File: src/rtl/core/msc_dgf_pkg.sv
package msc_dgf_pkg;

	// sequencer position inside one queued entry
	typedef enum logic [3:0] {
		STEP_HDR_FIRST = 4'd0,
		STEP_HDR_1     = 4'd1,
		STEP_HDR_2     = 4'd2,
		STEP_HDR_3     = 4'd3,
		STEP_HDR_4     = 4'd4,
		STEP_HDR_5     = 4'd5,
		STEP_HDR_6     = 4'd6,
		STEP_HDR_7     = 4'd7,
		STEP_HDR_LAST  = 4'd8,
		STEP_DATA      = 4'd9,
		STEP_CRC_HI    = 4'd10,
		STEP_CRC_LO    = 4'd11
	} step_t;

	localparam logic [15:0] CRC_INIT   = 16'hFFFF;
	localparam logic [15:0] CRC_POLY   = 16'h1021;
	// ext 0, crc 1, segment 1, user access 1
	localparam logic [3:0]  HDR_FLAGS  = 4'h7;
	// rfa 0, transport id flag 1, length 2
	localparam logic [7:0]  HDR_UA     = 8'h12;

	typedef struct packed {
		logic [7:0]  data_byte;
		logic        start;
		logic        has_data;
		logic        close;
		logic [3:0]  group_type;
		logic [14:0] segment_number;
		logic        last_segment;
		logic [15:0] transport_id;
		logic [12:0] segment_length;
	} entry_t;

	function automatic logic [15:0] crc_step(input logic [15:0] crc_in, input logic [7:0] b);
		logic [15:0] c;
		c = crc_in ^ {b, 8'h00};
		for (int i = 0; i < 8; i++) begin
			if (c[15]) begin
				c = {c[14:0], 1'b0} ^ CRC_POLY;
			end else begin
				c = {c[14:0], 1'b0};
			end
		end
		return c;
	endfunction

endpackage

File: src/rtl/core/msc_dgf_ifs.sv
interface msc_dgf_in_if;
	logic        valid;
	logic        ready;
	logic [7:0]  data_byte;
	logic        group_start;
	logic [3:0]  group_type;
	logic [14:0] segment_number;
	logic        last_segment;
	logic [15:0] transport_id;
	logic [12:0] segment_length;

	modport source (
		output valid, data_byte, group_start, group_type, segment_number,
			last_segment, transport_id, segment_length,
		input ready
	);
	modport sink (
		input valid, data_byte, group_start, group_type, segment_number,
			last_segment, transport_id, segment_length,
		output ready
	);
endinterface

interface msc_dgf_out_if;
	logic       valid;
	logic       ready;
	logic [7:0] out_byte;
	logic       end_of_group;

	modport source (output valid, out_byte, end_of_group, input ready);
	modport sink (input valid, out_byte, end_of_group, output ready);
endinterface

File: src/rtl/core/msc_dgf_front.sv
module msc_dgf_front (
	input  logic                 clk,
	input  logic                 arst_n,
	msc_dgf_in_if.sink           payload,
	input  logic                 q_ready,
	output logic                 push,
	output msc_dgf_pkg::entry_t  entry
);

	logic        open_q;
	logic [12:0] remaining_q;
	logic        accept;
	logic [12:0] rem_next;
	logic        len_zero;

	assign payload.ready = q_ready;
	assign accept        = payload.valid && payload.ready;
	assign len_zero      = (payload.segment_length == 13'd0);

	always_comb begin
		if (payload.group_start) begin
			rem_next = payload.segment_length - 13'd1;
		end else begin
			rem_next = remaining_q - 13'd1;
		end
	end

	// words outside a group are dropped here
	assign push = accept && (payload.group_start || open_q);

	always_comb begin
		entry.data_byte      = payload.data_byte;
		entry.start          = payload.group_start;
		entry.has_data       = !(payload.group_start && len_zero);
		entry.close          = (payload.group_start && len_zero) || (rem_next == 13'd0);
		entry.group_type     = payload.group_type;
		entry.segment_number = payload.segment_number;
		entry.last_segment   = payload.last_segment;
		entry.transport_id   = payload.transport_id;
		entry.segment_length = payload.segment_length;
	end

	always_ff @(posedge clk or negedge arst_n) begin
		if (!arst_n) begin
			open_q      <= 1'b0;
			remaining_q <= '0;
		end else if (push) begin
			if (entry.close) begin
				open_q      <= 1'b0;
				remaining_q <= '0;
			end else begin
				open_q      <= 1'b1;
				remaining_q <= rem_next;
			end
		end
	end

endmodule

File: src/rtl/core/msc_dgf_fifo.sv
module msc_dgf_fifo #(
	parameter int DEPTH = 4
) (
	input  logic                 clk,
	input  logic                 arst_n,
	input  logic                 push,
	input  msc_dgf_pkg::entry_t  wr_entry,
	output logic                 wr_ready,
	output logic                 rd_valid,
	output msc_dgf_pkg::entry_t  rd_entry,
	input  logic                 pop
);

	localparam int PW = (DEPTH > 1) ? $clog2(DEPTH) : 1;
	localparam int CW = $clog2(DEPTH + 1);
	localparam logic [PW-1:0] PTR_LAST = PW'(DEPTH - 1);
	localparam logic [CW-1:0] CNT_FULL = CW'(DEPTH);

	msc_dgf_pkg::entry_t mem_q [DEPTH];
	logic [PW-1:0] wptr_q;
	logic [PW-1:0] rptr_q;
	logic [CW-1:0] count_q;
	logic          do_push;
	logic          do_pop;

	assign wr_ready = (count_q != CNT_FULL);
	assign rd_valid = (count_q != '0);
	assign rd_entry = mem_q[rptr_q];
	assign do_push  = push && wr_ready;
	assign do_pop   = pop && rd_valid;

	always_ff @(posedge clk) begin
		if (do_push) begin
			mem_q[wptr_q] <= wr_entry;
		end
	end

	always_ff @(posedge clk or negedge arst_n) begin
		if (!arst_n) begin
			wptr_q  <= '0;
			rptr_q  <= '0;
			count_q <= '0;
		end else begin
			if (do_push) begin
				wptr_q <= (wptr_q == PTR_LAST) ? '0 : wptr_q + PW'(1);
			end
			if (do_pop) begin
				rptr_q <= (rptr_q == PTR_LAST) ? '0 : rptr_q + PW'(1);
			end
			if (do_push && !do_pop) begin
				count_q <= count_q + CW'(1);
			end else if (do_pop && !do_push) begin
				count_q <= count_q - CW'(1);
			end
		end
	end

endmodule

File: src/rtl/core/msc_dgf_back.sv
module msc_dgf_back (
	input  logic                 clk,
	input  logic                 arst_n,
	input  logic                 q_valid,
	input  msc_dgf_pkg::entry_t  q_entry,
	output logic                 q_pop,
	msc_dgf_out_if.source        framed
);

	msc_dgf_pkg::step_t step_q;
	msc_dgf_pkg::step_t cur_step;
	msc_dgf_pkg::step_t next_step;
	logic        first_q;
	logic        done;
	logic        fire;
	logic [15:0] crc_q;
	logic [15:0] crc_base;
	logic [15:0] crc_inv;
	logic [7:0]  byte_sel;
	logic        valid_q;
	logic [7:0]  byte_q;
	logic        eog_q;

	assign framed.valid        = valid_q;
	assign framed.out_byte     = byte_q;
	assign framed.end_of_group = eog_q;

	assign fire     = q_valid && (!valid_q || framed.ready);
	assign cur_step = first_q ? (q_entry.start ? msc_dgf_pkg::STEP_HDR_FIRST
		: msc_dgf_pkg::STEP_DATA) : step_q;
	assign crc_base = (cur_step == msc_dgf_pkg::STEP_HDR_FIRST) ? msc_dgf_pkg::CRC_INIT : crc_q;
	assign crc_inv  = ~crc_q;

	always_comb begin
		done      = 1'b0;
		next_step = msc_dgf_pkg::step_t'(cur_step + 4'd1);
		case (cur_step)
			msc_dgf_pkg::STEP_HDR_LAST: begin
				next_step = q_entry.has_data ? msc_dgf_pkg::STEP_DATA : msc_dgf_pkg::STEP_CRC_HI;
			end
			msc_dgf_pkg::STEP_DATA: begin
				next_step = msc_dgf_pkg::STEP_CRC_HI;
				done      = !q_entry.close;
			end
			msc_dgf_pkg::STEP_CRC_LO: begin
				done = 1'b1;
			end
			default: begin
				next_step = msc_dgf_pkg::step_t'(cur_step + 4'd1);
			end
		endcase
	end

	always_comb begin
		case (cur_step)
			msc_dgf_pkg::STEP_HDR_FIRST: byte_sel = {msc_dgf_pkg::HDR_FLAGS, q_entry.group_type};
			msc_dgf_pkg::STEP_HDR_1:     byte_sel = {q_entry.segment_number[3:0], 4'h0};
			msc_dgf_pkg::STEP_HDR_2:     byte_sel = {q_entry.last_segment,
				q_entry.segment_number[14:8]};
			msc_dgf_pkg::STEP_HDR_3:     byte_sel = q_entry.segment_number[7:0];
			msc_dgf_pkg::STEP_HDR_4:     byte_sel = msc_dgf_pkg::HDR_UA;
			msc_dgf_pkg::STEP_HDR_5:     byte_sel = q_entry.transport_id[15:8];
			msc_dgf_pkg::STEP_HDR_6:     byte_sel = q_entry.transport_id[7:0];
			msc_dgf_pkg::STEP_HDR_7:     byte_sel = {3'b000, q_entry.segment_length[12:8]};
			msc_dgf_pkg::STEP_HDR_LAST:  byte_sel = q_entry.segment_length[7:0];
			msc_dgf_pkg::STEP_DATA:      byte_sel = q_entry.data_byte;
			msc_dgf_pkg::STEP_CRC_HI:    byte_sel = crc_inv[15:8];
			msc_dgf_pkg::STEP_CRC_LO:    byte_sel = crc_inv[7:0];
			default:                     byte_sel = q_entry.data_byte;
		endcase
	end

	assign q_pop = fire && done;

	always_ff @(posedge clk or negedge arst_n) begin
		if (!arst_n) begin
			first_q <= 1'b1;
			step_q  <= msc_dgf_pkg::STEP_HDR_FIRST;
			crc_q   <= msc_dgf_pkg::CRC_INIT;
			valid_q <= 1'b0;
		end else begin
			if (fire) begin
				first_q <= done;
				step_q  <= next_step;
				valid_q <= 1'b1;
				if (cur_step <= msc_dgf_pkg::STEP_DATA) begin
					crc_q <= msc_dgf_pkg::crc_step(crc_base, byte_sel);
				end
			end else if (framed.ready) begin
				valid_q <= 1'b0;
			end
		end
	end

	always_ff @(posedge clk) begin
		if (fire) begin
			byte_q <= byte_sel;
			eog_q  <= (cur_step == msc_dgf_pkg::STEP_CRC_LO);
		end
	end

endmodule

File: src/rtl/core/msc_data_group_framer_core.sv
// MSC data group framer. Payload words enter on "payload"; a word with
// group_start set opens a group, samples the header fields and is framed as a
// 9-byte header followed by that byte, unless segment_length is zero. Later
// words pass through one per cycle while the queue has room, until segment_length
// bytes have gone by; then the inverted CRC-16-CCITT (header and payload, preset
// FFFF) follows high byte first, end_of_group on the low byte. Words outside a
// group are dropped. The input side takes one word per cycle while the entry
// queue (QUEUE_DEPTH) has room; the output sequencer emits one byte per cycle
// while the sink is ready, so a plain payload word yields one byte, a
// group-opening word ten, and the closing word two more for the CRC.
module msc_data_group_framer_core #(
	parameter int QUEUE_DEPTH = 4
) (
	input  logic          clk,
	input  logic          arst_n,
	msc_dgf_in_if.sink    payload,
	msc_dgf_out_if.source framed
);

	logic                push;
	logic                q_ready;
	logic                q_valid;
	logic                q_pop;
	msc_dgf_pkg::entry_t wr_entry;
	msc_dgf_pkg::entry_t rd_entry;

	msc_dgf_front u_front (
		.clk     (clk),
		.arst_n  (arst_n),
		.payload (payload),
		.q_ready (q_ready),
		.push    (push),
		.entry   (wr_entry)
	);

	msc_dgf_fifo #(
		.DEPTH (QUEUE_DEPTH)
	) u_fifo (
		.clk      (clk),
		.arst_n   (arst_n),
		.push     (push),
		.wr_entry (wr_entry),
		.wr_ready (q_ready),
		.rd_valid (q_valid),
		.rd_entry (rd_entry),
		.pop      (q_pop)
	);

	msc_dgf_back u_back (
		.clk     (clk),
		.arst_n  (arst_n),
		.q_valid (q_valid),
		.q_entry (rd_entry),
		.q_pop   (q_pop),
		.framed  (framed)
	);

`ifndef SYNTHESIS
	a_pop_has_entry: assert property (@(posedge clk) disable iff (!arst_n)
		q_pop |-> q_valid)
		else $error("queue popped while empty");

	a_push_has_room: assert property (@(posedge clk) disable iff (!arst_n)
		push |-> q_ready)
		else $error("entry pushed into full queue");

	a_start_pushed: assert property (@(posedge clk) disable iff (!arst_n)
		(payload.valid && payload.ready && payload.group_start) |-> push)
		else $error("group start word was dropped");

	a_zero_len_closes: assert property (@(posedge clk) disable iff (!arst_n)
		(push && wr_entry.start && (wr_entry.segment_length == 13'd0))
			|-> (wr_entry.close && !wr_entry.has_data))
		else $error("zero length group not closed at once");
`endif

endmodule

File: src/flat_wrapper.sv
// flat-port wrapper written by rule: the top's interface ports become plain ports
module msc_data_group_framer_core_flat 
#(
	parameter int QUEUE_DEPTH = 4
)
  (clk, arst_n, payload_valid, payload_data_byte, payload_group_start, payload_group_type, payload_segment_number, payload_last_segment, payload_transport_id, payload_segment_length, payload_ready, framed_valid, framed_out_byte, framed_end_of_group, framed_ready);
  msc_dgf_in_if payload_i ();
  msc_dgf_out_if framed_i ();
  input  logic clk;
  input  logic arst_n;
  input wire logic [$bits(payload_i.valid)-1:0] payload_valid;
  input wire logic [$bits(payload_i.data_byte)-1:0] payload_data_byte;
  input wire logic [$bits(payload_i.group_start)-1:0] payload_group_start;
  input wire logic [$bits(payload_i.group_type)-1:0] payload_group_type;
  input wire logic [$bits(payload_i.segment_number)-1:0] payload_segment_number;
  input wire logic [$bits(payload_i.last_segment)-1:0] payload_last_segment;
  input wire logic [$bits(payload_i.transport_id)-1:0] payload_transport_id;
  input wire logic [$bits(payload_i.segment_length)-1:0] payload_segment_length;
  output wire logic [$bits(payload_i.ready)-1:0] payload_ready;
  output wire logic [$bits(framed_i.valid)-1:0] framed_valid;
  output wire logic [$bits(framed_i.out_byte)-1:0] framed_out_byte;
  output wire logic [$bits(framed_i.end_of_group)-1:0] framed_end_of_group;
  input wire logic [$bits(framed_i.ready)-1:0] framed_ready;
  assign payload_i.valid = payload_valid;
  assign payload_i.data_byte = payload_data_byte;
  assign payload_i.group_start = payload_group_start;
  assign payload_i.group_type = payload_group_type;
  assign payload_i.segment_number = payload_segment_number;
  assign payload_i.last_segment = payload_last_segment;
  assign payload_i.transport_id = payload_transport_id;
  assign payload_i.segment_length = payload_segment_length;
  assign payload_ready = payload_i.ready;
  assign framed_valid = framed_i.valid;
  assign framed_out_byte = framed_i.out_byte;
  assign framed_end_of_group = framed_i.end_of_group;
  assign framed_i.ready = framed_ready;
  msc_data_group_framer_core #(.QUEUE_DEPTH(QUEUE_DEPTH)) u_core (.clk(clk), .arst_n(arst_n), .payload(payload_i), .framed(framed_i));
endmodule
File: config.mk
export PLATFORM = sky130hd
export DESIGN_NAME = msc_data_group_framer_core_flat
export DESIGN_NICKNAME = d
export VERILOG_FILES = /design/src/rtl/core/msc_dgf_pkg.sv /design/src/rtl/core/msc_dgf_ifs.sv /design/src/rtl/core/msc_dgf_front.sv /design/src/rtl/core/msc_dgf_fifo.sv /design/src/rtl/core/msc_dgf_back.sv /design/src/rtl/core/msc_data_group_framer_core.sv /design/src/flat_wrapper.sv
export SDC_FILE = /design/constraint.sdc
export NUM_CORES = 1
export LEC_CHECK = 0
export BUFFER_PORTS_ARGS = -buffer_cell sky130_fd_sc_hd__buf_2
export CORE_MARGIN = 1.5
export CORE_UTILIZATION = 31
export CTS_CLUSTER_SIZE = 12
export DETAILED_ROUTE_END_ITERATION = 10
export GPL_TIMING_DRIVEN = 0
export PLACE_DENSITY = 0.49
export SETUP_SLACK_MARGIN = 0.1
export SYNTH_ARGS = -nofsm -noshare
export SYNTH_HDL_FRONTEND = slang
export SYNTH_SLANG_ARGS = --single-unit
export TNS_END_PERCENT = 100
File: constraint.sdc
create_clock -name clk -period 6.6 [get_ports clk]
set_clock_uncertainty 0.1 [all_clocks]
set_input_delay 1.98 -clock clk [delete_from_list [all_inputs] [get_ports clk]]
set_output_delay 1.98 -clock clk [all_outputs]
set_load 0.01 [all_outputs]
==> impl_results.md, run 1 <==
* Status: finished clean
* Final Critical Period at 5.78 ns
* Clock Latency Late Sink at 0.51 ns
* Gpl congestion at 0.836
* Slew at the pin closest to its max-slew limit at 1.14 ns
* Register area share after synthesis at 67.0%
* Max-cap violations at 0
* Reg area at 8570 sq um
* PD cells at 514 nW/um^2
* Peak supply drop at 237 uV
* CTS Root Buffer Type: clkbuf_16
* # port buffers at 72
* Bufs on Longest Clock Path at 3
* CTS tree: built
* Slew Viols, Final at 0
* Top FF cell, synth: edfxtp_1
* Final WL at 31,100 microns
* Grt total ovfl at 0
* Gr usage total at 15.1%
* Core ar. at 40,700 sq um
* Vias in the first global route at 7,449
* Yosys Warn Count at 0
* Min-delay worst type: reg2reg
* Setup crit start kind: input pin
* DR vias/cell at 4.92
* H-tree Lvls at 2
* Vias at 7,179
* Final Cell Area at 15,200 sq um
* Worst Setup End Kind: flop
* Distinct cells, synth at 79
* Multi-input gate area at 3930 sq um
* Pleak at 5.21 nW
* #FFs+latches synth at 292
* WP data arrival at 6.09 ns
* WL per Instance at 21.4 microns
* Final period util at 87.5%
* Crit path max fanout at 19
* Syn Nets at 864
* CTS sink count at 292
* RSZ-0062 raised after global routing: false
* Initial DRC count at 438
* Die height at 206 microns
* Most frequent cells in the layout: 249 x edfxtp_1, 82 x buf_2, 56 x mux4_2
* Setup TNS at 0 ns
* Final Hold Fails at 0
* Required @ worst endpoint at 6.91 ns
* Post-CTS Setup Bufs at 0
* Placed Cells incl. Taps at 1,396
* IO Pins at 73
* Drt drc at 0
* Die boundary width at 206 microns
* CTS Buf Count at 35
* Pin count of the biggest net entering global routing at 44
* HPWL after DPL at 21,000 microns
* Area after DPL at 13,900 sq um
* Initial Utilization at 31.4%
* Highest clock rate at 173 MHz
* Mean Syn Cell Area at 16.2 sq um
* Crit path kind: in2reg
* Reg clk slew, reported paths at 0.06 ns
* Nets@finish at 976
* Final setup viols at 0
* First-pass GRT wire length at 47,400 microns
* Commonest non-fill, non-tap cell in the layout: edfxtp_1
* Synth async-reset ratio at 14.7%
* Cells after synthesis at 788
* Die area at 42,500 sq um
* Netlist Area Pre-Place at 12,800 sq um
* Relative slew slack at 24.1%
* Post-Place Setup Slack at -0.229 ns
* Row cnt at 74
* Post-synth EDFFs at 249
* Layout cell share with drive strength beyond 1 at 27.6%
* Final antenna-violating net count at 0
* Synthesis-to-layout area growth at 18.4%
* DR pass1 iterations at 7
* Fillers at 3,834
* # diodes at 0
* PnR worst setup slack at 0.822 ns
* Final non-filler cell total at 1,458
* Initial antenna violation count at 0
-- critical path, stage by stage --
cell and delay, ns:
buf_2 0.14, buf_2 0.19, buf_2 0.36, clkbuf_2 0.34, buf_1 0.42, mux2i_1 0.30
ha_1 0.27, inv_1 0.13, a221oi_4 0.34, nand2_2 0.18, nor3_2 0.23, xnor2_1 0.18
nor4_1 0.09, a41oi_1 0.43, inv_2 0.22, o31ai_1 0.28
-- cell families (layout without fill, tap and decap cells) --
logic type                 after synthesis  after routing  share of synthesized area (%)
DFF                                    292            292                           67.0
and+or+nand+nor                        161            161                           6.21
AOI/OAI and AO/OA                      127            127                           7.22
muxes                                   84             84                           12.3
buffers and inverters                   64            202                           2.39
xor gates and xnor gates                46             46                           3.47
adders and majority gates               14             14                           1.43
-- flip-flops by register name, indices dropped and copies added (netlist names) --
name	cells
u_core.u_back.step_q	4
u_core.u_back.framed.end_of_group	1
u_core.u_front.remaining_q	13
u_core.u_fifo.mem_q	240
u_core.u_back.framed.out_byte	8
u_core.u_front.open_q	1
u_core.u_back.framed.valid	1
u_core.u_back.crc_q	16
u_core.u_fifo.wptr_q	2
u_core.u_back.first_q	1
u_core.u_fifo.rptr_q	2
u_core.u_fifo.count_q	3
-- per-layer routing --
| layer | wire length, microns | track usage, % | share of wire [%] | vias up |
|---|---|---|---|---|
| met5 | 0 | 0 | 0 | - |
| met4 | 540 | 3.83 | 1.7 | 0 |
| met3 | 1290 | 2.44 | 4.1 | 40 |
| met2 | 14700 | 24.4 | 47 | 157 |
| met1 | 14600 | 21.2 | 47 | 3679 |
| li1 | - | - | - | 3303 |
-- per-stage QoR --
| stage | power (mW) | util (%) | hold WS (ns) |
|---|---|---|---|
| after floorplan | 4.98 | - | 0.342 |
| after global placement | 5.84 | 33.9 | 0.357 |
| after detailed placement | 5.87 | 34.2 | 0.363 |
| after CTS | 7.90 | 37.2 | 0.369 |
| after global routing | 8.24 | 37.2 | 0.374 |
| final | 7.79 | 37.2 | 0.377 |
-- Yosys cell counts (7+ instances only) --
library cell	n	area share, %
o21ai_1	18	0.70
nand3_1	15	0.59
buf_2	10	0.39
inv_1	22	0.65
a22o_1	9	0.62
xor2_1	11	0.75
ha_1	13	1.3
and2_1	7	0.34
or3_1	7	0.34
dfstp_2	17	3.5
clkbuf_1	17	0.50
mux4_2	56	9.9
dfrtp_1	26	5.1
nand2b_1	7	0.34
o21ai_0	19	0.74
a21oi_1	17	0.66
nor3_1	17	0.66
xnor2_1	31	2.1
edfxtp_1	249	58
a22oi_1	9	0.53
mux2i_1	17	1.3
nor2_1	34	1.0
nand2_1	49	1.4
-- worst paths after layout --
path	startpoint	to	slack, ns	cells after the start
worst max-delay path	payload_group_start	u_core.u_front.remaining_q[0]	0.82	16
max in group asynchronous	arst_n	u_core.u_fifo.wptr_q[1]	4.10	1
worst min register to register	u_core.u_back.crc_q[10]	u_core.u_back.crc_q[10]	0.38	2
worst min-delay path	u_core.u_back.crc_q[10]	u_core.u_back.crc_q[10]	0.38	2
min in group asynchronous	arst_n	u_core.u_back.step_q[3]	1.61	1
worst max register to register	u_core.u_fifo.rptr_q[1]	u_core.u_back.crc_q[14]	2.38	15
-- where the power goes --
part	internal, mW	leakage [nW]	switching (mW)
logic	1.33	1.86	1.74
registers	2.55	2.77	0.179
clock network	1.25	0.585	0.748
-- timing repair --
| action | in CTS | in global routing |
|---|---|---|
| hold buffers | 0 | 0 |
| gates resized for setup | 0 | 2 |
| endpoints found under the setup margin | 0 | 10 |
-- cell type report --
type / count / share of cell area, %
plain buffers: 39 / 1.40
clock buffers: 51 / 6.85
clock inverters: 12 / 1.12
inverters: 24 / 0.595
multi-input cells: 432 / 25.9
flip-flops and latches: 292 / 56.6
well taps: 532 / 4.39
repair buffers: 76 / 3.11
(Power assumes the default switching activity.)
==> inputs of run 2 (changes only) <==
Settings changed: SYNTH_HIERARCHICAL set to 1, TNS_END_PERCENT 100 to 1.
==> impl_results.md, run 2 <==
* Status: finished clean
* CTS Buf Count at 34
* Vias at 7,649
* Highest clock rate at 161 MHz
* Final setup viols at 0
* Syn Nets at 955
* Top post-synthesis cells by area: edfxtp_1 55%, mux4_2 9.9%, dfrtp_1 4.8%
* HPWL after DPL at 22,500 microns
* Relative slew slack at 23.3%
* Post-CTS Setup Bufs at 0
* Top FF cell, synth: edfxtp_1
* Final Critical Period at 6.22 ns
* Synthesis-to-layout area growth at 14.7%
* Top flop regs: u_core/u_fifo/mem_q: 240 flops, u_core/u_back/crc_q: 16 flops, u_core/u_front/remaining_q: 13 flops
* Post-synth EDFFs at 249
* Layout cell share with drive strength beyond 1 at 28.8%
* Synth cell count leaders: 249 x edfxtp_1, 66 x buf_4, 60 x mux4_2, 43 x nand2_1, 43 x nor2_1
* CTS sink count at 292
* Fillers at 4,111
* Pin count of the biggest net entering global routing at 48
* Final period util at 94.2%
* Initial Utilization at 31.5%
* Core ar. at 43,300 sq um
* First-pass GRT wire length at 50,100 microns
* Initial DRC count at 406
* Die height at 213 microns
* Reg with most FFs: u_core/u_fifo/mem_q
* Netlist Area Pre-Place at 13,600 sq um
* Drt drc at 0
* Final WL at 33,000 microns
* CTS Root Buffer Type: clkbuf_16
* Cells after synthesis at 880
* RSZ-0062 raised after global routing: false
* Largest register FFs at 240
* Peak supply drop at 264 uV
* Placed Cells incl. Taps at 1,497
* Reg clk slew, reported paths at 0.06 ns
* CTS Hold Bufs at 0
* Setup TNS at 0 ns
* DR vias/cell at 4.92
* Final antenna-violating net count at 0
* Nets@finish at 1,023
* Crit path kind: in2reg
* Min-delay worst type: reg2reg
* Final Hold Fails at 0
* Die boundary width at 213 microns
* Crit path max fanout at 10
* Delay-heaviest family, CP: buffers and inverters
* Vias in the first global route at 8,024
* WL per Instance at 21.3 microns
* Register area share after synthesis at 62.9%
* Hold WS at 0.371 ns
* CTS tree: built
* WP data arrival at 6.37 ns
* Post-cts sizing count at 0
* Mean Syn Cell Area at 15.5 sq um
* DR pass1 iterations at 7
* Synth async-reset ratio at 14.7%
* Bufs on Longest Clock Path at 3
* Clock Latency Late Sink at 0.54 ns
* Worst Setup End Kind: flop
* CP max stage delay at 0.62 ns
* Required @ worst endpoint at 6.75 ns
* Grt total ovfl at 0
* Commonest non-fill, non-tap cell in the layout: edfxtp_1
* Total Power at 8.34 mW
* Slowest cell on the critical path: o41ai_2
* Post-synth top area cell: edfxtp_1
* Most frequent cell after synthesis: edfxtp_1
* Max-cap violations at 0
* IO Pins at 73
* Final non-filler cell total at 1,554
* Slew Viols, Final at 0
* Yosys Warn Count at 6
* CP cell instances: buf_2, buf_2, buf_4, buf_1, buf_1, mux2i_1, ha_1, clkbuf_1, a31oi_1, a2111oi_4, o2111ai_1, o21bai_1, o41ai_2
* #FFs+latches synth at 292
* Gpl congestion at 0.835
* H-tree Lvls at 2
* Die area at 45,200 sq um
* # port buffers at 28
* Distinct cells, synth at 91
* Most frequent cells in the layout: 249 x edfxtp_1, 66 x buf_4, 60 x mux4_2
* Pleak at 5.43 nW
* Gr usage total at 15.0%
* Setup crit start kind: input pin
* PD cells at 533 nW/um^2
* Top-area cell type share of the netlist area at 54.8%
* # diodes at 0
* Row cnt at 76
* Initial antenna violation count at 1
* Slew at the pin closest to its max-slew limit at 1.15 ns
* Worst Path Buf+Inv at 6
==> run 2: cell count changes after synthesis, moves of 7 or more <==
cell / previous run / this run
nor2_1: 34 / 43
xnor3_1: 0 / 7
xnor2_1: 31 / 14
o22ai_1: 2 / 16
o21ai_0: 19 / 30
nand3_1: 15 / 4
o21ai_1: 18 / 6
buf_4: 6 / 66
==> run 2: metrics by stage <==
stage          worst slack, ns  utilization (%)  instance area, sq um
2_1_floorplan             1.32                -                 13600
3_3_place_gp           -0.0271             33.5                 14500
3_5_place_dp           -0.0412             33.8                 14600
4_1_cts                  0.484             36.1                 15600
5_1_grt                  0.131             36.1                 15600
6_report                 0.384             36.1                 15600
==> run 2: worst register-to-register path: stages (launching register included) <==
cell and delay [ns]:
dfstp_2 0.51, buf_2 0.19, clkbuf_1 0.42, inv_1 0.12, a21oi_1 0.33, inv_1 0.12
ha_1 0.21, clkbuf_1 0.27, a222oi_1 0.50, nor2_1 0.11, a2111oi_0 0.79, o221ai_1 0.26
mux2i_1 0.41, xnor2_2 0.23, xnor3_1 0.46, o21ai_1 0.13
==> run 2: worst paths after layout <==
kind,from,cells after the start,slack (ns),to
max,payload_group_start,13,0.38,u_core/u_fifo/mem_q[1][49]
min,u_core/u_back/crc_q[5],2,0.37,u_core/u_back/crc_q[5]
max reg2reg,u_core/u_back/first_q,15,1.37,u_core/u_back/crc_q[12]
min reg2reg,u_core/u_back/crc_q[5],2,0.37,u_core/u_back/crc_q[5]
max in group asynchronous,arst_n,1,4.12,u_core/u_fifo/rptr_q[0]
min in group asynchronous,arst_n,1,1.56,u_core/u_front/open_q
==> run 2: layer usage <==
metal / wire, microns / vias up / GRT usage (%)
li1: - / 3520 / -
met1: 14800 / 3959 / 19.8
met2: 16300 / 131 / 25.1
met3: 1280 / 37 / 3.12
met4: 653 / 2 / 4.30
met5: 13 / - / 0
==> run 2: kinds of logic (layout without fill, tap and decap cells) <==
| group | count (synthesis) | after routing | share of synthesized area, % |
|---|---|---|---|
| mux | 80 | 80 | 11.5 |
| simple gates | 178 | 178 | 7.15 |
| compound gates | 153 | 153 | 8.24 |
| fa+ha+maj | 13 | 13 | 1.25 |
| flops | 292 | 292 | 62.9 |
| buf+inv | 125 | 214 | 5.40 |
| xor+xnor | 39 | 39 | 3.54 |
==> run 2: area by class of cell <==
type,count,area [sq um],share of cell area [%]
inverters,23,86.3,0.552
multi-input cells,463,4340,27.7
well taps,585,732,4.68
clock buffers,39,880,5.63
flip-flops and latches,292,8570,54.8
plain buffers,102,649,4.15
repair buffers,32,243,1.55
clock inverters,18,134,0.856
==> run 2: power breakdown <==
group          total (mW)  internal (mW)  switching (mW)
clock                1.74          0.996           0.743
combinational        3.82           1.78            2.04
sequential           2.78           2.58           0.199
total                8.34           5.36            2.98
==> inputs of run 3 (changes only) <==
Settings changed: CORE_ASPECT_RATIO set to 0.9.
==> impl_results.md, run 3 (synthesized netlist as in run 2, its figures left out) <==
* Final period util at 90.2%
* Slew at the pin closest to its max-slew limit at 1.18 ns
* Vias at 7,760
* CTS sink count at 292
* Grt total ovfl at 0
* RSZ-0062 raised after global routing: false
* Post-Place Setup Slack at 0.124 ns
* Setup crit start kind: input pin
* Initial DRC count at 666
* Final Hold Fails at 0
* Final Critical Period at 5.95 ns
* Most frequent cells in the layout: 249 x edfxtp_1, 66 x buf_4, 60 x mux4_2
* Final antenna-violating net count at 0
* Initial Utilization at 31.6%
* CTS tree: built
* First-pass GRT wire length at 49,600 microns
* IO Pins at 73
* Placed Cells incl. Taps at 1,467
* Delay-heaviest family, CP: buffers and inverters
* Reg clk slew, reported paths at 0.06 ns
* PnR worst setup slack at 0.647 ns
* Final setup viols at 0
* CP cell instances: buf_2, buf_2, buf_4, buf_1, buf_1, mux2i_1, ha_1, clkbuf_1, a31oi_1, a2111oi_4, o2111ai_1, o21bai_1, o41ai_2
* Vias in the first global route at 7,833
* Final WL at 32,500 microns
* Required @ worst endpoint at 6.79 ns
* Fillers at 4,074
* Post-cts sizing count at 0
* CTS Root Buffer Type: clkbuf_16
* Gr usage total at 14.4%
* Max-cap violations at 0
* Synthesis-to-layout area growth at 14.3%
* Pin count of the biggest net entering global routing at 47
* PD cells at 535 nW/um^2
* Highest clock rate at 168 MHz
* Worst Path Buf+Inv at 6
* Pleak at 5.42 nW
* Reg2Reg Setup Slack at 1.21 ns
* Hold WS at 0.378 ns
* Top flop regs: u_core/u_fifo/mem_q: 240 flops, u_core/u_back/crc_q: 16 flops, u_core/u_front/remaining_q: 13 flops
* Status: finished clean
* Min-delay worst type: reg2reg
* Nets@finish at 1,020
* Row cnt at 72
* Drt drc at 0
* DR vias/cell at 5.10
* WL per Instance at 21.3 microns
* Commonest non-fill, non-tap cell in the layout: edfxtp_1
* Largest register FFs at 240
* Total Power at 8.34 mW
* Die area at 45,200 sq um
* CTS Buf Count at 31
* Clock Latency Late Sink at 0.56 ns
* Final non-filler cell total at 1,523
* H-tree Lvls at 1
* # port buffers at 28
* HPWL after DPL at 22,200 microns
* WP data arrival at 6.14 ns
* Peak supply drop at 261 uV
* CP max stage delay at 0.57 ns
* Slowest cell on the critical path: o41ai_2
* Relative slew slack at 21.5%
* Layout cell share with drive strength beyond 1 at 28.2%
* Post-CTS Setup Bufs at 0
* Crit path kind: in2reg
* Gpl congestion at 0.868
* Core ar. at 43,200 sq um
* Initial antenna violation count at 0
* CTS Hold Bufs at 0
* DR pass1 iterations at 8
* Slew Viols, Final at 0
* # diodes at 0
* Setup TNS at 0 ns
* Die height at 202 microns
* Bufs on Longest Clock Path at 3
* Reg with most FFs: u_core/u_fifo/mem_q
* Die boundary width at 224 microns
* Crit path max fanout at 10
* Worst Setup End Kind: flop
## run 3: cell count changes in the layout (fill, tap and decap cells not counted), sizes merged
cell      delta
clkinv       -9
clkbuf       +8
bufinv       +3
inv          -2
clkinvlp     -1
## run 3: final timing paths
kind	from	endpoint	depth (start not counted)
setup / recovery	payload_group_start	u_core/u_fifo/mem_q[0][49]	13
hold / removal	u_core/u_back/crc_q[5]	u_core/u_back/crc_q[5]	2
setup reg to reg	u_core/u_fifo/rptr_q[0]	u_core/u_back/crc_q[7]	15
hold reg to reg	u_core/u_back/crc_q[5]	u_core/u_back/crc_q[5]	2
max in group asynchronous	arst_n	u_core/u_front/remaining_q[10]	1
min in group asynchronous	arst_n	u_core/u_back/step_q[2]	1
## run 3: routing by layer
metal | up-vias | share of wire [%] | GRT usage (%)
met2 | 223 | 47 | 22.9
met4 | 0 | 1.7 | 2.78
met5 | - | 0 | 0
met1 | 3974 | 46 | 20.9
li1 | 3522 | - | -
met3 | 41 | 5.3 | 2.34
## run 3: tightest hold or removal path, cell delays in order, from the launching register on
cell	delay, ns
dfstp_2	0.37
nand2_1	0.05
o21ai_1	0.05
## run 3: layout make-up
type | instances | area, sq um | area share (%)
plain buffers | 102 | 649 | 4.17
clock buffers | 47 | 836 | 5.36
clock inverters | 9 | 151 | 0.972
inverters | 23 | 86.3 | 0.554
multi-input cells | 463 | 4340 | 27.8
flip-flops and latches | 292 | 8570 | 55.0
well taps | 555 | 694 | 4.46
repair buffers | 32 | 250 | 1.61
## run 3: through the flow
stage | util (%) | instance area, sq um
3_5_place_dp | 33.8 | 14600
6_report | 36.1 | 15600
5_1_grt | 36.1 | 15600
3_3_place_gp | 33.5 | 14500
2_1_floorplan | - | 13600
4_1_cts | 36.1 | 15600
## run 3: report_power, final
group / internal, mW / total [mW] / switching (mW)
clock: 1.02 / 1.71 / 0.688
sequential: 2.58 / 2.77 / 0.195
combinational: 1.79 / 3.85 / 2.07
total: 5.39 / 8.34 / 2.95
